File: src/hdl/ccss_pkg.sv
// Shared types and constants for the crystal clock source supervisor.
// Used by the top level and by the serial divider; depends on nothing.
`default_nettype none

package ccss_pkg;

	localparam int unsigned RC_SAMPLES_DEF = 100;

	localparam int unsigned RC_W     = 16;
	localparam int unsigned PERIOD_W = 32;
	localparam int unsigned FREQ_W   = 39;
	localparam int unsigned RETRY_W  = 8;
	localparam int unsigned CFG_IDX_W  = 3;
	localparam int unsigned CFG_DATA_W = 32;

	// 2^19 * 10^6
	localparam logic [FREQ_W-1:0] FREQ_NUM = 39'd524288000000;

	localparam logic              SW_EN_RST      = 1'b1;
	localparam logic              START_XTAL_RST = 1'b0;
	localparam logic [RC_W-1:0]   RC_MIN_RST     = 16'd48;
	localparam logic [PERIOD_W-1:0] PER_MIN_RST  = 32'd15200000;
	localparam logic [PERIOD_W-1:0] PER_MAX_RST  = 32'd16800000;
	localparam logic [RETRY_W-1:0]  RETRY_RST    = 8'd10;

	localparam logic [1:0] FUNC_START = 2'd0;
	localparam logic [1:0] FUNC_RC    = 2'd1;
	localparam logic [1:0] FUNC_CAL   = 2'd2;

	localparam logic [2:0] ACT_IGNORE  = 3'd0;
	localparam logic [2:0] ACT_SAMPLE  = 3'd1;
	localparam logic [2:0] ACT_XCAL    = 3'd2;
	localparam logic [2:0] ACT_APPLY   = 3'd3;
	localparam logic [2:0] ACT_XMEAS   = 3'd4;
	localparam logic [2:0] ACT_TO_INT  = 3'd5;
	localparam logic [2:0] ACT_INT_CAL = 3'd6;
	localparam logic [2:0] ACT_FINISH  = 3'd7;

	localparam logic [CFG_IDX_W-1:0] CFG_SW_EN      = 3'd0;
	localparam logic [CFG_IDX_W-1:0] CFG_START_XTAL = 3'd1;
	localparam logic [CFG_IDX_W-1:0] CFG_RC_MIN     = 3'd2;
	localparam logic [CFG_IDX_W-1:0] CFG_PER_MIN    = 3'd3;
	localparam logic [CFG_IDX_W-1:0] CFG_PER_MAX    = 3'd4;
	localparam logic [CFG_IDX_W-1:0] CFG_RETRY      = 3'd5;

	typedef enum logic [2:0] {
		PH_IDLE,
		PH_SAMPLE,
		PH_XCAL,
		PH_XMEAS,
		PH_ICAL,
		PH_DONE
	} phase_t;

	typedef enum logic [1:0] {
		CT_READY,
		CT_EVAL,
		CT_DIV,
		CT_FIN
	} ctrl_t;

	typedef struct packed {
		logic [1:0]          func;
		logic [RC_W-1:0]     rc_time_us;
		logic [PERIOD_W-1:0] cal_period;
	} item_t;

	typedef struct packed {
		logic [2:0]          action;
		logic                bootstrap;
		logic [PERIOD_W-1:0] apply_period;
		logic [FREQ_W-1:0]   freq_hz;
		logic                resistor_valid;
		logic                clock_source;
		logic [RC_W-1:0]     avg_rc_us;
		logic                done_res;
	} result_t;

endpackage

`default_nettype wire

File: src/hdl/ccss_div.sv
// Bit-serial restoring divider, one quotient bit per cycle.
// Depends on ccss_pkg for default widths.
`default_nettype none

module ccss_div
	import ccss_pkg::*;
#(
	parameter int unsigned DVD_W = FREQ_W,
	parameter int unsigned DVS_W = PERIOD_W
) (
	input  wire logic             clk,
	input  wire logic             arst_n,
	input  wire logic             start,
	input  wire logic [DVD_W-1:0] dividend,
	input  wire logic [DVS_W-1:0] divisor,
	output logic                  busy,
	output logic [DVD_W-1:0]      quotient
);

	localparam int unsigned STEP_W = $clog2(DVD_W + 1);

	logic               busy_q;
	logic [STEP_W-1:0]  step_q;
	logic [DVD_W-1:0]   dvd_q;
	logic [DVS_W-1:0]   dvs_q;
	logic [DVS_W-1:0]   rem_q;

	logic [DVS_W:0]     trial;
	logic [DVS_W:0]     diff;
	logic               qbit;

	// dividend bits leave at the top while quotient bits enter at the bottom
	always_comb begin
		trial = {rem_q, dvd_q[DVD_W-1]};
		diff  = trial - {1'b0, dvs_q};
		qbit  = (trial >= {1'b0, dvs_q});
	end

	always_ff @(posedge clk or negedge arst_n) begin
		if (!arst_n) begin
			busy_q <= 1'b0;
			step_q <= '0;
		end else if (start) begin
			busy_q <= 1'b1;
			step_q <= STEP_W'(DVD_W);
		end else if (busy_q) begin
			step_q <= step_q - STEP_W'(1);
			if (step_q == STEP_W'(1)) begin
				busy_q <= 1'b0;
			end
		end
	end

	always_ff @(posedge clk) begin
		if (start) begin
			dvd_q <= dividend;
			dvs_q <= divisor;
			rem_q <= '0;
		end else if (busy_q) begin
			dvd_q <= {dvd_q[DVD_W-2:0], qbit};
			rem_q <= qbit ? diff[DVS_W-1:0] : trial[DVS_W-1:0];
		end
	end

	assign busy     = busy_q;
	assign quotient = dvd_q;

endmodule

`default_nettype wire

File: src/hdl/crystal_clock_source_supervisor.sv
// Slow clock source supervisor: event sequencer, config registers, result register.
// Depends on ccss_pkg and ccss_div.
//
//   channel   | handshake           | payload
//   ----------+---------------------+---------------------------
//   item      | item_valid/stall    | item   (func, rc, period)
//   result    | result_valid/stall  | result (action ... done)
//   config    | cfg_valid/ready     | cfg_index, cfg_data
//
// The result register is loaded in the FIN state that follows the EVAL state, once
// the result output is free, and the input opens again the cycle after. The last
// RC sample and a non-zero crystal re-measure also pass the DIV state, for
// DVD_W (39) quotient bits, one a cycle in the shared serial divider, until the
// divider drops busy. One event is in work at a time; a new one is taken while
// the previous result waits, and is then held until the result register frees.
// Async reset loads the listed values, no clearing pass; item/result data are not reset.
`default_nettype none

module crystal_clock_source_supervisor
	import ccss_pkg::*;
#(
	parameter int unsigned RC_SAMPLES = RC_SAMPLES_DEF
) (
	input  wire logic                  clk,
	input  wire logic                  arst_n,
	input  wire logic                  item_valid,
	output logic                       item_stall,
	input  wire item_t                 item,
	output logic                       result_valid,
	input  wire logic                  result_stall,
	output result_t                    result,
	input  wire logic                  cfg_valid,
	output logic                       cfg_ready,
	input  wire logic [CFG_IDX_W-1:0]  cfg_index,
	input  wire logic [CFG_DATA_W-1:0] cfg_data
);

	localparam int unsigned ACC_W = RC_W + $clog2(RC_SAMPLES);
	localparam int unsigned CNT_W = $clog2(RC_SAMPLES + 1);

	// configuration
	logic                sw_en_q;
	logic [RC_W-1:0]     rc_min_q;
	logic [PERIOD_W-1:0] per_min_q;
	logic [PERIOD_W-1:0] per_max_q;
	logic [RETRY_W-1:0]  retry_lim_q;

	// supervision state
	phase_t              ph_q, ph_nxt;
	logic                src_q, src_nxt;
	logic [CNT_W-1:0]    cnt_q, cnt_nxt, cnt_inc;
	logic [ACC_W-1:0]    acc_q, acc_nxt, sum;
	logic [RETRY_W-1:0]  ret_q, ret_nxt;
	logic [FREQ_W-1:0]   freq_q, freq_nxt, freq_new;
	logic                rvalid_q, rvalid_nxt;
	logic [RC_W-1:0]     avg_q, avg_nxt;

	ctrl_t               ctrl_q, ctrl_nxt;
	item_t               item_q;
	logic                res_vld_q;
	result_t             res_q, res_nxt;

	logic                need_avg, need_hz, need_div;
	logic                div_start, div_busy, fin_load, out_free;
	logic [FREQ_W-1:0]   div_dvd, quo;
	logic [PERIOD_W-1:0] div_dvs;
	logic [2:0]          act;
	logic                boot;
	logic [PERIOD_W-1:0] cal;

	ccss_div #(
		.DVD_W (FREQ_W),
		.DVS_W (PERIOD_W)
	) u_div (
		.clk      (clk),
		.arst_n   (arst_n),
		.start    (div_start),
		.dividend (div_dvd),
		.divisor  (div_dvs),
		.busy     (div_busy),
		.quotient (quo)
	);

	always_comb begin
		sum     = acc_q + ACC_W'(item_q.rc_time_us);
		cnt_inc = cnt_q + CNT_W'(1);
		need_avg = (ph_q == PH_SAMPLE) && (item_q.func == FUNC_RC)
			&& (cnt_inc == CNT_W'(RC_SAMPLES));
		need_hz  = (ph_q == PH_XMEAS) && (item_q.func == FUNC_CAL)
			&& (item_q.cal_period != '0);
		need_div = need_avg || need_hz;
		div_dvd  = need_avg ? FREQ_W'(sum) : FREQ_NUM;
		div_dvs  = need_avg ? PERIOD_W'(RC_SAMPLES) : item_q.cal_period;
		out_free = !res_vld_q || !result_stall;
	end

	// control sequencer: next state
	always_comb begin
		ctrl_nxt = ctrl_q;
		case (ctrl_q)
			CT_READY: if (item_valid) ctrl_nxt = CT_EVAL;
			CT_EVAL:  ctrl_nxt = need_div ? CT_DIV : CT_FIN;
			CT_DIV:   if (!div_busy) ctrl_nxt = CT_FIN;
			CT_FIN:   if (out_free) ctrl_nxt = CT_READY;
			default:  ctrl_nxt = CT_READY;
		endcase
	end

	// control sequencer: outputs
	always_comb begin
		item_stall = 1'b1;
		div_start  = 1'b0;
		fin_load   = 1'b0;
		case (ctrl_q)
			CT_READY: item_stall = 1'b0;
			CT_EVAL:  div_start  = need_div;
			CT_DIV:   ;
			CT_FIN:   fin_load   = out_free;
			default:  ;
		endcase
	end

	// event evaluation, committed when the result is loaded
	always_comb begin
		ph_nxt     = ph_q;
		src_nxt    = src_q;
		cnt_nxt    = cnt_q;
		acc_nxt    = acc_q;
		ret_nxt    = ret_q;
		freq_nxt   = freq_q;
		rvalid_nxt = rvalid_q;
		avg_nxt    = avg_q;
		act        = ACT_IGNORE;
		boot       = 1'b0;
		cal        = '0;
		freq_new   = (item_q.cal_period == '0) ? '0 : quo;
		case (ph_q)
			PH_IDLE: begin
				if (item_q.func == FUNC_START) begin
					if (!sw_en_q) begin
						ph_nxt = PH_DONE;
						act    = ACT_FINISH;
					end else begin
						cnt_nxt = '0;
						acc_nxt = '0;
						ph_nxt  = PH_SAMPLE;
						act     = ACT_SAMPLE;
					end
				end
			end
			PH_SAMPLE: begin
				if (item_q.func == FUNC_RC) begin
					acc_nxt = sum;
					cnt_nxt = cnt_inc;
					if (!need_avg) begin
						act = ACT_SAMPLE;
					end else begin
						avg_nxt    = quo[RC_W-1:0];
						rvalid_nxt = (quo[RC_W-1:0] > rc_min_q);
						if (!(quo[RC_W-1:0] > rc_min_q)) begin
							ph_nxt = PH_DONE;
							act    = ACT_FINISH;
						end else if (src_q) begin
							src_nxt = 1'b0;
							ret_nxt = retry_lim_q;
							ph_nxt  = PH_XCAL;
							act     = ACT_XCAL;
						end else begin
							ph_nxt = PH_XMEAS;
							act    = ACT_XMEAS;
						end
					end
				end
			end
			PH_XCAL: begin
				if (item_q.func == FUNC_CAL) begin
					if ((item_q.cal_period > per_min_q) && (item_q.cal_period < per_max_q)) begin
						cal    = item_q.cal_period;
						ph_nxt = PH_XMEAS;
						act    = ACT_APPLY;
					end else begin
						boot = (item_q.cal_period == '0);
						if (ret_q != '0) begin
							ret_nxt = ret_q - RETRY_W'(1);
							act     = ACT_XCAL;
						end else begin
							freq_nxt = '0;
							src_nxt  = 1'b1;
							ph_nxt   = PH_ICAL;
							act      = ACT_TO_INT;
						end
					end
				end
			end
			PH_XMEAS: begin
				if (item_q.func == FUNC_CAL) begin
					freq_nxt = freq_new;
					if (freq_new == '0) begin
						src_nxt = 1'b1;
						ph_nxt  = PH_ICAL;
						act     = ACT_TO_INT;
					end else begin
						ph_nxt = PH_DONE;
						act    = ACT_FINISH;
					end
				end
			end
			PH_ICAL: begin
				if (item_q.func == FUNC_CAL) begin
					cal    = item_q.cal_period;
					ph_nxt = PH_DONE;
					act    = ACT_INT_CAL;
				end
			end
			default: ;
		endcase

		res_nxt.action         = act;
		res_nxt.bootstrap      = boot;
		res_nxt.apply_period   = cal;
		res_nxt.freq_hz        = freq_nxt;
		res_nxt.resistor_valid = rvalid_nxt;
		res_nxt.clock_source   = src_nxt;
		res_nxt.avg_rc_us      = avg_nxt;
		res_nxt.done_res       = (ph_nxt == PH_DONE);
	end

	always_ff @(posedge clk or negedge arst_n) begin
		if (!arst_n) begin
			ctrl_q       <= CT_READY;
			res_vld_q    <= 1'b0;
			sw_en_q      <= SW_EN_RST;
			rc_min_q     <= RC_MIN_RST;
			per_min_q    <= PER_MIN_RST;
			per_max_q    <= PER_MAX_RST;
			retry_lim_q  <= RETRY_RST;
			ph_q         <= PH_IDLE;
			src_q        <= ~START_XTAL_RST;
			cnt_q        <= '0;
			acc_q        <= '0;
			ret_q        <= '0;
			freq_q       <= '0;
			rvalid_q     <= 1'b0;
			avg_q        <= '0;
		end else begin
			ctrl_q <= ctrl_nxt;
			if (fin_load) begin
				res_vld_q <= 1'b1;
			end else if (!result_stall) begin
				res_vld_q <= 1'b0;
			end

			if (fin_load) begin
				ph_q     <= ph_nxt;
				src_q    <= src_nxt;
				cnt_q    <= cnt_nxt;
				acc_q    <= acc_nxt;
				ret_q    <= ret_nxt;
				freq_q   <= freq_nxt;
				rvalid_q <= rvalid_nxt;
				avg_q    <= avg_nxt;
			end

			// writes must arrive only while no event is in work; the block does not enforce it
			if (cfg_valid) begin
				case (cfg_index)
					CFG_SW_EN:      sw_en_q <= cfg_data[0];
					CFG_START_XTAL: begin
						if (ph_q == PH_IDLE) src_q <= ~cfg_data[0];
					end
					CFG_RC_MIN:     rc_min_q    <= cfg_data[RC_W-1:0];
					CFG_PER_MIN:    per_min_q   <= cfg_data[PERIOD_W-1:0];
					CFG_PER_MAX:    per_max_q   <= cfg_data[PERIOD_W-1:0];
					CFG_RETRY:      retry_lim_q <= cfg_data[RETRY_W-1:0];
					default: ;
				endcase
			end
		end
	end

	always_ff @(posedge clk) begin
		if (item_valid && !item_stall) begin
			item_q <= item;
		end
		if (fin_load) begin
			res_q <= res_nxt;
		end
	end

	assign cfg_ready    = 1'b1;
	assign result_valid = res_vld_q;
	assign result       = res_q;

endmodule

`default_nettype wire
File: config.mk
export PLATFORM = sky130hd
export DESIGN_NAME = crystal_clock_source_supervisor
export DESIGN_NICKNAME = d
export VERILOG_FILES = /design/src/hdl/ccss_pkg.sv /design/src/hdl/ccss_div.sv /design/src/hdl/crystal_clock_source_supervisor.sv
export SDC_FILE = /design/constraint.sdc
export NUM_CORES = 1
export LEC_CHECK = 0
export BUFFER_PORTS_ARGS = -buffer_cell sky130_fd_sc_hd__buf_4
export CAP_MARGIN = 10
export CELL_PAD_IN_SITES_DETAIL_PLACEMENT = 1
export CELL_PAD_IN_SITES_GLOBAL_PLACEMENT = 1
export CORE_UTILIZATION = 52
export DETAILED_ROUTE_END_ITERATION = 10
export GPL_ROUTABILITY_DRIVEN = 0
export GPL_TIMING_DRIVEN = 0
export PLACE_DENSITY_LB_ADDON = 0.1
export SLEW_MARGIN = 25
export SYNTH_ARGS = -nofsm -noshare
export SYNTH_HDL_FRONTEND = slang
export SYNTH_SLANG_ARGS = --single-unit
File: constraint.sdc
create_clock -name clk -period 10.5 [get_ports clk]
set_clock_uncertainty 0.2 [all_clocks]
set_input_delay 1.575 -clock clk [delete_from_list [all_inputs] [get_ports clk]]
set_output_delay 1.575 -clock clk [all_outputs]
set_load 0.005 [all_outputs]
==> metrics.md <==
| Metric | Value |
|---|---|
| Hold Worst Slack | 0.281 ns |
| Area of the core | 41900 um^2 |
| Grt ovf | 0 |
| Max-slew violation count | 0 |
| Root buffer cell | clkbuf_16 |
| Slew headroom | 0.283 |
| Pwr Density | 199 nW/um^2 |
| Period utilisation layout | 0.441 |
| Crit-path cells | and3_1, and3_1, xnor2_1, nor4_1, o21ai_1, inv_1, clkbuf_1, clkbuf_2, buf_16 |
| Layout cells sized above 1 | 0.165 |
| Sequential-to-total area share from yosys stat | 0.546 |
| Setup bufs post-CTS | 0 |
| R2R depth | 9 |
| Most frequent cells in the layout | nand2_1 (220), edfxtp_1 (215), buf_4 (184) |
| Post-synth EDFFs | 215 |
| Unrepaired setup endpoints after global routing | false |
| Crit-path max cell delay | 0.91 ns |
| Hold path depth | 2 |
| I/O pin total | 187 |
| Synth top area cells | edfxtp_1 (29%), dfrtp_1 (20%), ha_1 (7.8%) |
| Most numerous cell on the critical path | and3_1 |
| Worst path bufs/invs | 4 |
| Post-route ant nets | 0 |
| Reg-to-reg setup timing slack | 5.87 ns |
| Sink Count | 444 |
| Worst Path Max Fanout | 26 |
| Synth warn | 0 |
| Fillers | 4471 |
| CTS tree | built |
| Met2 GRT Util | 0.530 |
| Syn Nets | 2256 |
| Met3 Track Usage GR | 0.0482 |
| Post-synth top area share | 0.292 |
| Clk buf depth | 3 |
| First-pass DRT Iterations | 5 |
| Initial antenna violation count | 6 |
| LEAKAGE | 0.0112 uW |
| Worst path depth | 9 |
| Crit Reg-Reg Startpoint | cnt_q[0] |
| Largest net degree at the start of global routing | 93 |
| Initial cell density of the core | 0.527 |
| DR iter-0 viols | 1375 |
| CP Launch Type | register |
| CTS clk-pin slew, worst paths | 0.06 ns |
| Worst EP arrival | 4.72 ns |
| Area Overhead vs Synth | 17.6% |
| Post-synth ARST share | 0.444 |
| Met1 Use GR | 0.418 |
| Hold Path Class | register to register |
| Routed vias/inst | 6.06 |
| First-pass GRT wire length | 105 mm |
| Final Hold Fails | 0 |
| Max_cap viols | 0 |
| Rows | 75 |
| Setup_tns | 0 ns |
| H-tree Lvls | 2 |
| Maximum VDD drop | 0.188 mV |
| Worst setup EP type | register |
| Hold endpoint | avg_q[3] |
| Worst r2r dst | u_div.dvs_q[18] |
| Number of global-route vias before repair | 18448 |
| Detail Placement HPWL | 48.2 mm |
| Min-delay src | avg_q[3] |
| Post-synth top area cell | edfxtp_1 |
| Cells after Synth | 2026 |
| Final WL | 67.6 mm |
| Die W | 208 um |
| Cell Area, Synth | 22100 um^2 |
| Avg WL per Cell | 23.7 um |
| Post_cts resized | 0 |
| Num CTS Buffers | 48 |
| F_max | 216 MHz |
| Input/output buffers | 184 |
| Final setup violation count | 0 |
| Worst EP required | 10.59 ns |
| Fin crit period | 4.63 ns |
| Clk_lat worst skew | 0.59 ns |
| Die area | 43300 um^2 |
| Vias | 17271 |
| Gr usage total | 0.314 |
| # nets final | 2497 |
| Post-synth cell types | 75 |
| Crit Path Class | register to register |
| Avg Cell Area, Syn | 10.9 um^2 |
| DRC violations left | 0 |
| Status | finished, final reports clean |
| GRT Max-Usage Layer | met2 |
| Die span in y | 208 um |
| Pwr Total | 5160 uW |
| Slowest cell on the critical path | nor4_1 |
| Commonest non-fill, non-tap cell in the layout | nand2_1 |
| Critical path's top delay family | buffers and inverters |
| Yosys reg bits | 444 |
| Synth Flop Type | edfxtp_1 |
| CTS hold repair buffers | 0 |
| Worst slew pin tran | 1.07 ns |
[state kept, by name, summed over array words and instances (netlist names)]
register,cells
rc_min_q,16
u_div.quotient,39
ph_q,3
u_div.rem_q,32
result,94
u_div.dvs_q,32
result_valid,1
per_max_q,32
cnt_q,7
rvalid_q,1
acc_q,23
src_q,1
per_min_q,32
ret_q,8
sw_en_q,1
freq_q,39
u_div.busy,1
item_q,50
u_div.step_q,6
ctrl_q,2
avg_q,16
retry_lim_q,8
[worst max-delay path by stage]
stage	endpoint	start	slack, ns
2_1_floorplan	result[0]	result_stall	5.07
3_3_place_gp	result[68]	result_stall	3.11
3_5_place_dp	u_div.dvs_q[20]	cnt_q[0]	6.06
4_1_cts	u_div.rem_q[18]	item_q[3]	6.03
5_1_grt	u_div.rem_q[18]	item_q[3]	5.73
6_report	u_div.dvs_q[18]	cnt_q[0]	5.87
[cells in the mapped netlist, types with 4 or more instances]
master / instances
xnor2_1: 20
nor2_1: 112
a22o_1: 81
inv_1: 142
a311oi_1: 5
xor2_1: 25
a21boi_0: 5
or2_2: 10
nand4_1: 25
nand2b_1: 16
mux2i_1: 17
or3_1: 10
a21oi_1: 78
o31ai_1: 11
o21a_1: 19
and4_1: 5
nand3_1: 25
clkbuf_1: 67
o41ai_1: 5
a22oi_1: 4
o211ai_1: 17
nor2b_1: 41
edfxtp_1: 215
a211oi_1: 17
dfstp_2: 24
a21o_1: 41
nor4_1: 24
nor3_1: 23
and2_1: 45
mux2_2: 61
dfrtp_1: 173
a31oi_1: 20
dfxtp_1: 32
nor3b_1: 5
and3_1: 17
o21ai_0: 163
buf_2: 7
ha_1: 138
o21bai_1: 8
nand2_1: 221
[per-stage QoR]
step | area, um^2 | util | setup WS (ns) | std cells
after global routing | 26000 | 0.620 | 5.73 | 2849
after floorplan | 22100 | - | 5.07 | 2026
final | 26000 | 0.620 | 5.87 | 2850
after global placement | 24200 | 0.576 | 3.11 | 2749
after CTS | 26000 | 0.619 | 6.03 | 2846
after detailed placement | 24400 | 0.581 | 6.06 | 2756
[per-layer routing]
| layer | wire length, um | up-vias |
|---|---|---|
| met3 | 3780 | 135 |
| met2 | 33300 | 565 |
| met4 | 1690 | 0 |
| met1 | 28900 | 8784 |
| met5 | 0 | - |
| li1 | - | 7787 |
[power breakdown]
| group | switching [uW] | internal (uW) | total, uW |
|---|---|---|---|
| Combinational | 679 | 453 | 1130 |
| Sequential | 152 | 2110 | 2260 |
| Clock | 721 | 1050 | 1770 |
| Total | 1550 | 3610 | 5160 |
[layout make-up]
| type | instances | area, um^2 | area share |
|---|---|---|---|
| well taps | 539 | 674 | 0.0259 |
| flip-flops and latches | 444 | 12100 | 0.464 |
| inverters | 144 | 541 | 0.0208 |
| repair buffers | 191 | 1570 | 0.0603 |
| plain buffers | 81 | 338 | 0.0130 |
| multi-input cells | 1357 | 9180 | 0.353 |
| diodes | 4 | 10.0 | 0.000385 |
| clock inverters | 14 | 209 | 0.00804 |
| clock buffers | 76 | 1420 | 0.0546 |
[tightest hold or removal path: cells and delay by family (launching register included)]
kind	cells	cell delay, ns
simple gates	2	0.11
flops	1	0.34
[cell families (layout without fill, tap and decap cells)]
logic type | Yosys count | count (layout) | share of synthesized area
compound gates | 508 | 508 | 0.152
simple gates | 585 | 585 | 0.127
fa+ha+maj | 140 | 140 | 0.0799
flops | 444 | 444 | 0.546
other cells | 1 | 5 | 0.000170
buf+inv | 225 | 506 | 0.0395
mux | 78 | 78 | 0.0388
xor+xnor | 45 | 45 | 0.0178
Note: power is estimated with default switching activity, not from simulation.
